<file path="src/hw/rtl/pst_pkg.sv">
// types and constants shared by the packet sequence ack tracker
package pst_pkg;

    localparam int TAG_W       = 32;
    localparam int MAX_RESULTS = 16;
    localparam int RES_CW      = $clog2(MAX_RESULTS + 1);

    typedef logic [1:0]       t_cmd;
    typedef logic [3:0]       t_kind;
    typedef logic [TAG_W-1:0] t_tag;

    localparam t_cmd CMD_RECV  = 2'd0;
    localparam t_cmd CMD_SEND  = 2'd1;
    localparam t_cmd CMD_ACK   = 2'd2;
    localparam t_cmd CMD_FLUSH = 2'd3;

    localparam t_kind K_IN_ORDER   = 4'd0;
    localparam t_kind K_GAP        = 4'd1;
    localparam t_kind K_DROPPED    = 4'd2;
    localparam t_kind K_ACK_ONLY   = 4'd3;
    localparam t_kind K_DELIVERED  = 4'd4;
    localparam t_kind K_LOST       = 4'd5;
    localparam t_kind K_ACK_SEND   = 4'd6;
    localparam t_kind K_REGISTERED = 4'd7;
    localparam t_kind K_FULL       = 4'd8;
    localparam t_kind K_NOTHING    = 4'd9;

    typedef struct packed {
        logic push;
        logic pop;
        logic rd;
    } t_ring_op;

    typedef struct packed {
        logic empty;
        logic full;
        logic one;
    } t_ring_sts;

    typedef struct packed {
        logic eq;
        logic lt;
    } t_cmp_res;

endpackage

</file>
<file path="src/hw/rtl/pst_ring.sv">
// circular tag queue with one write port and a registered head read
module pst_ring #(
    parameter int DEPTH = 16
) (
    input  logic                i_clk,
    input  logic                i_rst_n,
    input  pst_pkg::t_ring_op   i_op,
    input  pst_pkg::t_tag       i_wdata,
    output pst_pkg::t_tag       o_rdata,
    output pst_pkg::t_ring_sts  o_sts
);

    localparam int AW = (DEPTH > 1) ? $clog2(DEPTH) : 1;
    localparam int CW = $clog2(DEPTH + 1);

    logic [AW-1:0] r_head, n_head;
    logic [AW-1:0] r_tail, n_tail;
    logic [CW-1:0] r_count, n_count;
    pst_pkg::t_tag r_mem [DEPTH];
    pst_pkg::t_tag r_rdata;

    always_comb begin
        n_head  = r_head;
        n_tail  = r_tail;
        n_count = r_count;
        if (i_op.push) begin
            n_tail = (r_tail == AW'(DEPTH - 1)) ? '0 : r_tail + 1'b1;
        end
        if (i_op.pop) begin
            n_head = (r_head == AW'(DEPTH - 1)) ? '0 : r_head + 1'b1;
        end
        if (i_op.push && !i_op.pop) begin
            n_count = r_count + 1'b1;
        end else if (i_op.pop && !i_op.push) begin
            n_count = r_count - 1'b1;
        end
    end

    always_ff @(posedge i_clk) begin
        if (!i_rst_n) begin
            r_head  <= '0;
            r_tail  <= '0;
            r_count <= '0;
        end else begin
            r_head  <= n_head;
            r_tail  <= n_tail;
            r_count <= n_count;
        end
    end

    always_ff @(posedge i_clk) begin
        if (i_op.push) begin
            r_mem[r_tail] <= i_wdata;
        end
        if (i_op.rd) begin
            r_rdata <= r_mem[r_head];
        end
    end

    assign o_rdata     = r_rdata;
    assign o_sts.empty = (r_count == '0);
    assign o_sts.full  = (r_count == CW'(DEPTH));
    assign o_sts.one   = (r_count == CW'(1));

endmodule

</file>
<file path="src/hw/rtl/pst_cmp.sv">
// shared unsigned tag comparator
module pst_cmp (
    input  pst_pkg::t_tag     i_a,
    input  pst_pkg::t_tag     i_b,
    output pst_pkg::t_cmp_res o_res
);

    assign o_res.eq = (i_a == i_b);
    assign o_res.lt = (i_a < i_b);

endmodule

</file>
<file path="src/hw/rtl/packet_sequence_ack_tracker.sv">
// Tracks receive sequencing, pending acks and the in-flight queue of one link side.
// Input ready is high only while the sequencer is idle. Receive and register commands
// pass an accept state, then a dispatch state that loads the result into the output
// register. An incoming ack passes the accept and dispatch states, then walks the
// in-flight queue one entry at a time (head read, then compare and retire), up to 16
// entries, then emits the last result. A flush passes the accept and dispatch states,
// then emits the pending acks one at a time (read, emit), up to 16 per command. All tag
// compares go through one shared comparator; both queues are memories with one write
// port and a registered head read. Each result waits for the output register to drain,
// so output stalls hold the sequencer back.
module packet_sequence_ack_tracker #(
    parameter int PENDING_DEPTH   = 16,
    parameter int IN_FLIGHT_DEPTH = 16
) (
    input  logic        i_clk,
    input  logic        i_rst_n,
    input  logic        i_in_valid,
    output logic        o_in_ready,
    input  logic [1:0]  i_command,
    input  logic [31:0] i_tag,
    input  logic        i_ack_only,
    output logic        o_out_valid,
    input  logic        i_out_ready,
    output logic [3:0]  o_kind,
    output logic [31:0] o_result_tag,
    output logic        o_pending_overflow,
    output logic        o_last
);

    localparam logic [2:0] S_IDLE = 3'd0;
    localparam logic [2:0] S_DISP = 3'd1;
    localparam logic [2:0] S_RD   = 3'd2;
    localparam logic [2:0] S_RET  = 3'd3;
    localparam logic [2:0] S_LAST = 3'd4;
    localparam logic [2:0] S_FRD  = 3'd5;
    localparam logic [2:0] S_FOUT = 3'd6;

    logic [2:0] r_state, n_state;

    pst_pkg::t_cmd  r_cmd;
    pst_pkg::t_tag  r_tag;
    logic           r_ack_only;
    pst_pkg::t_tag  r_exp, n_exp;
    logic [pst_pkg::RES_CW-1:0] r_n, n_n;
    logic           r_have, n_have;
    pst_pkg::t_kind r_hold_kind, n_hold_kind;
    pst_pkg::t_tag  r_hold_tag, n_hold_tag;

    logic           r_out_valid;
    pst_pkg::t_kind r_kind;
    pst_pkg::t_tag  r_rtag;
    logic           r_ovf;
    logic           r_last;

    logic           e_valid;
    pst_pkg::t_kind e_kind;
    pst_pkg::t_tag  e_tag;
    logic           e_ovf;
    logic           e_last;

    pst_pkg::t_ring_op  pa_op, if_op;
    pst_pkg::t_ring_sts pa_sts, if_sts;
    pst_pkg::t_tag      pa_rdata, if_rdata;
    pst_pkg::t_tag      cmp_b;
    pst_pkg::t_cmp_res  cmp_res;
    logic               at_max;

    pst_ring #(.DEPTH(PENDING_DEPTH)) u_pending (
        .i_clk   (i_clk),
        .i_rst_n (i_rst_n),
        .i_op    (pa_op),
        .i_wdata (r_tag),
        .o_rdata (pa_rdata),
        .o_sts   (pa_sts)
    );

    pst_ring #(.DEPTH(IN_FLIGHT_DEPTH)) u_in_flight (
        .i_clk   (i_clk),
        .i_rst_n (i_rst_n),
        .i_op    (if_op),
        .i_wdata (r_tag),
        .o_rdata (if_rdata),
        .o_sts   (if_sts)
    );

    assign cmp_b = (r_state == S_RET) ? if_rdata : r_exp;

    pst_cmp u_cmp (
        .i_a   (r_tag),
        .i_b   (cmp_b),
        .o_res (cmp_res)
    );

    assign at_max     = (r_n == pst_pkg::RES_CW'(pst_pkg::MAX_RESULTS - 1));
    assign o_in_ready = (r_state == S_IDLE);

    always_comb begin
        n_state     = r_state;
        n_exp       = r_exp;
        n_n         = r_n;
        n_have      = r_have;
        n_hold_kind = r_hold_kind;
        n_hold_tag  = r_hold_tag;
        e_valid     = 1'b0;
        e_kind      = pst_pkg::K_NOTHING;
        e_tag       = '0;
        e_ovf       = 1'b0;
        e_last      = 1'b0;
        pa_op       = '0;
        if_op       = '0;
        case (r_state)
            S_IDLE: begin
                if (i_in_valid) begin
                    n_state = S_DISP;
                end
            end
            S_DISP: begin
                if (!r_out_valid) begin
                    case (r_cmd)
                        pst_pkg::CMD_RECV: begin
                            e_valid = 1'b1;
                            e_last  = 1'b1;
                            e_tag   = r_tag;
                            n_state = S_IDLE;
                            if (r_ack_only) begin
                                e_kind = pst_pkg::K_ACK_ONLY;
                            end else if (cmp_res.lt) begin
                                e_kind = pst_pkg::K_DROPPED;
                            end else begin
                                e_kind = cmp_res.eq ? pst_pkg::K_IN_ORDER : pst_pkg::K_GAP;
                                n_exp  = r_tag + 1'b1;
                                if (pa_sts.full) begin
                                    e_ovf = 1'b1;
                                end else begin
                                    pa_op.push = 1'b1;
                                end
                            end
                        end
                        pst_pkg::CMD_SEND: begin
                            e_valid = 1'b1;
                            e_last  = 1'b1;
                            n_state = S_IDLE;
                            if (r_ack_only) begin
                                e_kind = pst_pkg::K_NOTHING;
                            end else if (if_sts.full) begin
                                e_kind = pst_pkg::K_FULL;
                                e_tag  = r_tag;
                            end else begin
                                e_kind     = pst_pkg::K_REGISTERED;
                                e_tag      = r_tag;
                                if_op.push = 1'b1;
                            end
                        end
                        pst_pkg::CMD_ACK: begin
                            n_n    = '0;
                            n_have = 1'b0;
                            if (if_sts.empty) begin
                                e_valid = 1'b1;
                                e_last  = 1'b1;
                                n_state = S_IDLE;
                            end else begin
                                n_state = S_RD;
                            end
                        end
                        default: begin
                            n_n = '0;
                            if (pa_sts.empty) begin
                                e_valid = 1'b1;
                                e_last  = 1'b1;
                                n_state = S_IDLE;
                            end else begin
                                n_state = S_FRD;
                            end
                        end
                    endcase
                end
            end
            S_RD: begin
                if_op.rd = 1'b1;
                n_state  = S_RET;
            end
            S_RET: begin
                if (!r_out_valid) begin
                    if (cmp_res.lt) begin
                        e_valid = 1'b1;
                        e_last  = 1'b1;
                        if (r_have) begin
                            e_kind = r_hold_kind;
                            e_tag  = r_hold_tag;
                        end
                        n_state = S_IDLE;
                    end else begin
                        if (r_have) begin
                            e_valid = 1'b1;
                            e_kind  = r_hold_kind;
                            e_tag   = r_hold_tag;
                        end
                        n_have      = 1'b1;
                        n_hold_kind = cmp_res.eq ? pst_pkg::K_DELIVERED : pst_pkg::K_LOST;
                        n_hold_tag  = if_rdata;
                        if_op.pop   = 1'b1;
                        n_n         = r_n + 1'b1;
                        if (cmp_res.eq || if_sts.one || at_max) begin
                            n_state = S_LAST;
                        end else begin
                            n_state = S_RD;
                        end
                    end
                end
            end
            S_LAST: begin
                if (!r_out_valid) begin
                    e_valid = 1'b1;
                    e_last  = 1'b1;
                    e_kind  = r_hold_kind;
                    e_tag   = r_hold_tag;
                    n_state = S_IDLE;
                end
            end
            S_FRD: begin
                pa_op.rd = 1'b1;
                n_state  = S_FOUT;
            end
            S_FOUT: begin
                if (!r_out_valid) begin
                    e_valid   = 1'b1;
                    e_kind    = pst_pkg::K_ACK_SEND;
                    e_tag     = pa_rdata;
                    e_last    = pa_sts.one || at_max;
                    pa_op.pop = 1'b1;
                    n_n       = r_n + 1'b1;
                    n_state   = (pa_sts.one || at_max) ? S_IDLE : S_FRD;
                end
            end
            default: begin
                n_state = S_IDLE;
            end
        endcase
    end

    always_ff @(posedge i_clk) begin
        if (!i_rst_n) begin
            r_state     <= S_IDLE;
            r_exp       <= '0;
            r_n         <= '0;
            r_have      <= 1'b0;
            r_out_valid <= 1'b0;
        end else begin
            r_state <= n_state;
            r_exp   <= n_exp;
            r_n     <= n_n;
            r_have  <= n_have;
            if (e_valid) begin
                r_out_valid <= 1'b1;
            end else if (i_out_ready) begin
                r_out_valid <= 1'b0;
            end
        end
    end

    always_ff @(posedge i_clk) begin
        if (i_in_valid && o_in_ready) begin
            r_cmd      <= i_command;
            r_tag      <= i_tag;
            r_ack_only <= i_ack_only;
        end
        r_hold_kind <= n_hold_kind;
        r_hold_tag  <= n_hold_tag;
        if (e_valid) begin
            r_kind <= e_kind;
            r_rtag <= e_tag;
            r_ovf  <= e_ovf;
            r_last <= e_last;
        end
    end

    assign o_out_valid        = r_out_valid;
    assign o_kind             = r_kind;
    assign o_result_tag       = r_rtag;
    assign o_pending_overflow = r_ovf;
    assign o_last             = r_last;

    a_res_bound: assert property (@(posedge i_clk) disable iff (!i_rst_n)
        r_n <= pst_pkg::RES_CW'(pst_pkg::MAX_RESULTS))
        else $error("retire count beyond limit");

    a_flush_nonempty: assert property (@(posedge i_clk) disable iff (!i_rst_n)
        (e_valid && e_kind == pst_pkg::K_ACK_SEND) |-> !pa_sts.empty)
        else $error("ack emitted from empty pending queue");

    a_retire_nonempty: assert property (@(posedge i_clk) disable iff (!i_rst_n)
        if_op.pop |-> !if_sts.empty)
        else $error("retire from empty in-flight queue");

    a_ovf_kind: assert property (@(posedge i_clk) disable iff (!i_rst_n)
        (o_out_valid && o_pending_overflow) |->
            (o_kind == pst_pkg::K_IN_ORDER || o_kind == pst_pkg::K_GAP))
        else $error("overflow flag on non-accept result");

endmodule
</file>
<file path="config.mk">
export PLATFORM = sky130hd
export DESIGN_NAME = packet_sequence_ack_tracker
export DESIGN_NICKNAME = d
export VERILOG_FILES = /design/src/hw/rtl/pst_pkg.sv /design/src/hw/rtl/pst_ring.sv /design/src/hw/rtl/pst_cmp.sv /design/src/hw/rtl/packet_sequence_ack_tracker.sv
export SDC_FILE = /design/constraint.sdc
export NUM_CORES = 1
export LEC_CHECK = 0
export BUFFER_PORTS_ARGS = -buffer_cell sky130_fd_sc_hd__buf_4
export CAP_MARGIN = 20
export CORE_MARGIN = 1.5
export CORE_UTILIZATION = 67
export DETAILED_ROUTE_END_ITERATION = 16
export PLACE_DENSITY_LB_ADDON = 0.12
export SYNTH_ARGS = -nofsm -noshare
export SYNTH_HDL_FRONTEND = slang
export SYNTH_SLANG_ARGS = --single-unit
</file>
<file path="constraint.sdc">
create_clock -name i_clk -period 18.4 [get_ports i_clk]
set_input_delay 3.68 -clock i_clk [delete_from_list [all_inputs] [get_ports i_clk]]
set_output_delay 3.68 -clock i_clk [all_outputs]
set_load 0.01 [all_outputs]
</file>
==> flow_summary.yaml, run 1 <==
routing:
  wl_per_cell_um: 35.3
  ant_nets: 0
  routed_wl_um: 125000
  first_pass_iters: 12
  drc: 0
  vias: 25200
  drt-initial-drc-count: 4387
  viasPerCell: 7.13
critical_path:
  r2r_cells: 12
  critPathCaptureType: "output port"
  start_kind: "flip-flop"
  slowest_stage: "dfxtp_1"
  crit_path_max_fanout: 25
  r2r_start: "r_state[0]"
  worstPathArrival_ns: 1.92
  crit_type: "flip-flop to output port"
  crit_chain: "nor3_1 -> buf_4"
  max_stage_delay_ns: 0.83
  reg2reg_slack_ns: 12.81
  worstPathRequired_ns: 14.72
  r2r-end: "r_exp[4]"
placement:
  place_area_sq_um: 51200
  dpl.hpwl_um: 68000
  globalplace.congestion: 0.884
  port_buffers: 78
synth:
  ys_ff_latch: 1262
  syn_avg_cell_area_sq_um: 21.2
  synth_cells: 2322
  syn_nets: 2414
  synth_cell_type_count: 63
  synth-async-reset-ratio_pct: 0
  synth.yosys.seq_area_share_pct: 75.6
  ys.flop_type: "edfxtp_1"
  synth-edff-count: 1194
  syn_area_sq_um: 49200
  ys_warn_count: 0
power:
  ir_worst_vdd_mv: 0.0977
  cellPowerDensity_nw_per_um2: 105
  leakage_nw: 17.2
cts:
  holdBufCountCts: 0
  cts.reportedPaths.clkPinSlew_ns: 0.07
  clock_latency_ns: 0.69
  cts_buffers: 118
  cts_buffer_depth: 3
  cts_setup_buffers: 0
  cts_resized: 0
  cts-root-buf: "clkbuf_16"
  clock_sinks: 1262
  htree_levels: 3
  cts_tree: "built"
layout:
  layout.nets: 2570
  areaGrowthSynthToFinish_pct: 12.2
  post_route_cells_drive_above_1_share_pct: 28.3
  finalInstanceArea_sq_um: 55200
floorplan:
  initial_core_util_pct: 67.6
  dieHeight_um: 274
  chipWidth_um: 274
  ios: 79
  die_area_sq_um: 75100
  rows: 99
  core-area_sq_um: 72800
global_routing:
  antenna_found_initial: 8
  grt_pass1_vias: 25200
  grt_pass1_wl_um: 179000
  grt_max_degree: 80
  grt_overflow: 0
  track_usage_pct: 34.2
sta:
  fin_crit_sh_pct: 30.5
  setup_viol_count_final: 0
  clock.fmax_mhz: 178
  skew_ns: 0.0264
  hold_violations: 0
  period_needed_ns: 5.60
  whs_ns: 0.475
  drv_slew: 0
  tightest_slew_ns: 1.12
  fin_setup_tns_ns: 0
  rsz0062_at_grt: "false"
  max_slew_margin_pct: 25.5
status:
  outcome: "finished clean"
worst_hold_path:
  hold_path_end: "r_n[4]"
  holdCritStartpoint: "r_n[4]"
  min_path_type: "flip-flop to flip-flop"
  hold_path_depth: 2
job:
  maxCapViolations: 0
-- cell families (layout without fill, tap and decap cells) --
family,after synthesis,count (layout),synth area share [%]
flip-flops,1262,1262,75.6
multiplexers,362,362,15.5
AND/OR/NAND/NOR,268,268,2.66
buffers and inverters,173,427,1.44
AO/OA/AOI/OAI,166,166,2.77
adder cells (fa/ha/maj),53,53,1.35
XOR/XNOR,38,38,0.676
other,0,4,0
-- cells in the mapped netlist (22+ instances only) --
master,n,area (sq um)
nor2_1,90,338
inv_1,56,210
mux4_2,320,7210
clkbuf_1,68,255
nand2_1,52,195
mux2i_1,42,420
a211oi_2,29,363
dfxtp_1,68,1360
edfxtp_1,1194,35900
ha_1,53,663
a222oi_1,32,320
a21oi_1,37,185
buf_1,25,93.8
o21ai_0,22,110
-- sequential cells by signal, indices dropped and copies added (netlist names), 2 cells and up --
name                 cells
u_pending.r_tail         4
u_pending.o_rdata       32
u_in_flight.r_head       4
r_hold_tag              32
u_in_flight.o_rdata     32
u_in_flight.r_tail       4
u_pending.r_count        5
r_state                  3
u_in_flight.r_count      5
r_tag                   32
u_in_flight.r_mem      512
r_cmd                    2
o_kind                   4
r_exp                   32
r_n                      5
u_pending.r_head         4
u_pending.r_mem        512
o_result_tag            32
-- layout by cell type (no fill, tap or decap), drive strengths merged, types with 6 or more instances in the layout --
cell type,count
edfxtp,1194
mux4,320
buf,152
clkbuf,147
nor2,90
dfxtp,68
inv,61
ha,53
nand2,53
clkinv,50
mux2i,42
a21oi,38
a222oi,32
a211oi,32
o21ai,24
and3,21
nor3,21
xnor2,20
nand3,19
nand4,18
xor2,18
bufinv,14
or3,13
nor2b,6
nand2b,6
-- per-stage QoR --
| step | utilization (%) | power [mW] | setup WS, ns | instances |
|---|---|---|---|---|
| 3_5_place_dp | 70.4 | 3.41 | 13.05 | 3314 |
| 6_report | 75.8 | 5.82 | 12.80 | 3539 |
| 5_1_grt | 75.8 | 5.95 | 12.48 | 3535 |
| 4_1_cts | 75.7 | 5.83 | 12.81 | 3532 |
| 3_3_place_gp | 70.4 | 3.40 | 13.20 | 3314 |
| 2_1_floorplan | - | 3.32 | 11.88 | 2322 |
-- layout make-up --
class | count | area [sq um]
Tap cell | 959 | 1200
Antenna cell | 4 | 10.0
Sequential cell | 1262 | 37200
Clock buffer | 147 | 3180
Multi-Input combinational cell | 887 | 11500
Inverter | 57 | 214
Fill cell | 3782 | 17600
Timing Repair Buffer | 152 | 1200
Clock inverter | 71 | 708
-- report_power, final --
part           switching (mW)  leakage [nW]  total (mW)  internal [mW]
registers              0.0151          11.3        3.18           3.17
clock network            1.04          1.91        2.46           1.42
logic                   0.130          3.98       0.177         0.0463
total                    1.19          17.2        5.82           4.63
-- routing by layer --
metal / part of all wire (%) / global-route usage, % / up-vias
li1: - / - / 10000
met1: 37 / 51.3 / 13100
met2: 46 / 50.3 / 1911
met3: 14 / 9.73 / 216
met4: 2.6 / 9.72 / 4
met5: 0.018 / 0 / -
-- worst max-delay path by stage --
| stage | from | endpoint | slack, ns | depth (start not counted) |
|---|---|---|---|---|
| after floorplan | r_state[2] | o_kind[0] | 11.88 | 13 |
| after global placement | i_rst_n | r_n[3] | 13.20 | 5 |
| after detailed placement | r_state[0] | u_pending.r_mem[12][9] | 13.05 | 11 |
| after CTS | r_state[1] | o_in_ready | 12.81 | 2 |
| after global routing | r_state[0] | r_exp[4] | 12.48 | 12 |
| final | r_state[1] | o_in_ready | 12.80 | 2 |
-- worst max-delay path: cells and delay by family, from the launching register on --
family	cells	cell delay, ns
buf+inv	1	0.20
simple gates	1	0.20
flops	1	0.83
(Power assumes the default switching activity.)
==> run 2: changes to the inputs <==
Settings changed: CORE_UTILIZATION 67 to 62.
Clock period 18.4 ns to 5.6 ns, I/O delays scaled along.
==> flow_summary.yaml, run 2 (synthesized netlist as in run 1, its figures left out) <==
routing:
  routed_wl_um: 111000
  first_pass_iters: 12
  wl_per_cell_um: 30.5
  ant_nets: 0
  vias: 24300
  drt-initial-drc-count: 3363
  drc: 0
  viasPerCell: 6.64
sta:
  rsz0062_at_grt: "false"
  setup_slack_ns: 0.454
  fin_setup_tns_ns: 0
  skew_ns: 0.0358
  drv_slew: 0
  whs_ns: 0.459
  tightest_slew_ns: 1.13
  hold_violations: 0
  fin_crit_sh_pct: 91.9
  max_slew_margin_pct: 24.1
  setup_viol_count_final: 0
  clock.fmax_mhz: 194
  period_needed_ns: 5.15
cts:
  holdBufCountCts: 0
  cts_buffer_depth: 3
  cts-root-buf: "clkbuf_16"
  cts_buffers: 120
  clock_latency_ns: 0.70
  cts_setup_buffers: 0
  htree_levels: 3
  cts.reportedPaths.clkPinSlew_ns: 0.06
  clock_sinks: 1262
  cts_resized: 0
  cts_tree: "built"
layout:
  final_util_pct: 70.7
  post_route_cells_drive_above_1_share_pct: 28.7
  layout_commonest_cell: "edfxtp_1"
  areaGrowthSynthToFinish_pct: 13.1
  final_cell_mix: "1194 x edfxtp_1, 320 x mux4_2, 159 x buf_4"
  top_regs: "u_in_flight.r_mem x512, u_pending.r_mem x512"
  antennaDiodeCount: 0
  layout.nets: 2596
  finalInstanceArea_sq_um: 55700
floorplan:
  rows: 103
  ios: 79
  initial_core_util_pct: 62.5
  die_area_sq_um: 81100
  chipWidth_um: 285
  core-area_sq_um: 78700
  dieHeight_um: 285
critical_path:
  cpLargestDelayFamily: "simple AND/OR/NAND/NOR gates"
  crit_chain: "nor2b_1 -> and2_2 -> mux2i_1 -> ha_1 -> nand4_1 -> nor4_1 -> a21boi_1 -> o31ai_4 -> a211oi_2 -> buf_4 -> ha_1 -> a41oi_1 -> or3_1 -> a21oi_1"
  worstPathArrival_ns: 5.74
  crit_path_max_fanout: 21
  worstPathRequired_ns: 6.20
  max_stage_delay_ns: 0.74
  critPathCaptureType: "flip-flop"
  slowest_stage: "nor4_1"
  start_kind: "flip-flop"
  crit_type: "flip-flop to flip-flop"
  cpMostUsedCell: "ha_1"
  crit_buf_inv: 1
placement:
  place_area_sq_um: 51700
  globalplace.congestion: 0.899
  place_ws_ns: 0.631
  port_buffers: 78
  dpl.hpwl_um: 64300
power:
  power_frac_clock_pct: 42.0
  pwr-share-comb_pct: 2.8
  switching_share_pct: 19.9
  switching_power_mw: 3.78
  seqPwrFrac_pct: 55.1
  ir_worst_vdd_mv: 0.265
  p_int_mw: 15.2
  leakage_nw: 17.3
  cellPowerDensity_nw_per_um2: 341
global_routing:
  grt_overflow: 0
  grt_max_degree: 111
  track_usage_pct: 28.2
  grt_pass1_wl_um: 165000
  antenna_found_initial: 1
  grt_pass1_vias: 24800
status:
  outcome: "finished clean"
worst_hold_path:
  min_path_type: "flip-flop to flip-flop"
job:
  maxCapViolations: 0
run 2: changes by cell type in the layout (fill, tap and decap cells not counted), sizes merged:
cell,before,now
clkinvlp,3,5
clkinv,50,44
inv,61,58
bufinv,14,12
buf,152,175
clkbuf,147,164
diode,4,0
run 2: worst paths after layout:
check | slack (ns) | start | to | cells past startpoint
max | 0.45 | r_state[0] | u_pending.r_count[4] | 14
min | 0.46 | r_n[4] | r_n[4] | 2
max reg2reg | 0.45 | r_state[0] | u_pending.r_count[4] | 14
min reg2reg | 0.46 | r_n[4] | r_n[4] | 2
run 2: layer usage:
| layer | vias up | part of all wire [%] | track usage [%] |
|---|---|---|---|
| met5 | - | 0.015 | 0 |
| met4 | 2 | 2.4 | 8.06 |
| met3 | 161 | 9.2 | 5.48 |
| met2 | 1286 | 48 | 43.6 |
| met1 | 12700 | 41 | 41.9 |
| li1 | 10100 | - | - |
run 2: stage by stage:
step / power [mW] / std cells
finish: 19.0 / 3657
global route: 19.5 / 3657
CTS: 19.1 / 3655
detailed placement: 11.2 / 3430
global placement: 11.2 / 3430
floorplan: 10.9 / 2322
run 2: power groups by stage:
stage | clock network [mW] | registers [mW] | logic, mW
6_report | 7.97 | 10.5 | 0.540
5_1_grt | 8.46 | 10.5 | 0.580
4_1_cts | 8.09 | 10.5 | 0.535
3_5_place_dp | 0 | 10.7 | 0.534
3_3_place_gp | 0 | 10.7 | 0.506
2_1_floorplan | 0 | 10.7 | 0.180
run 2: area by class of cell:
type / instances / area (sq um)
Sequential cell: 1262 / 37200
Fill cell: 4643 / 23100
Multi-Input combinational cell: 887 / 11500
Clock buffer: 163 / 3260
Timing Repair Buffer: 176 / 1520
Tap cell: 1050 / 1310
Clock inverter: 62 / 651
Inverter: 57 / 214
run 2: worst register-to-register path: stages, from the launching register on:
cell and delay (ns):
dfxtp_1 0.60, nor2b_1 0.44, and2_2 0.52, mux2i_1 0.17
ha_1 0.34, nand4_1 0.17, nor4_1 0.74, a21boi_1 0.41
o31ai_4 0.16, a211oi_2 0.22, buf_4 0.27, ha_1 0.34
a41oi_1 0.16, or3_1 0.34, a21oi_1 0.20
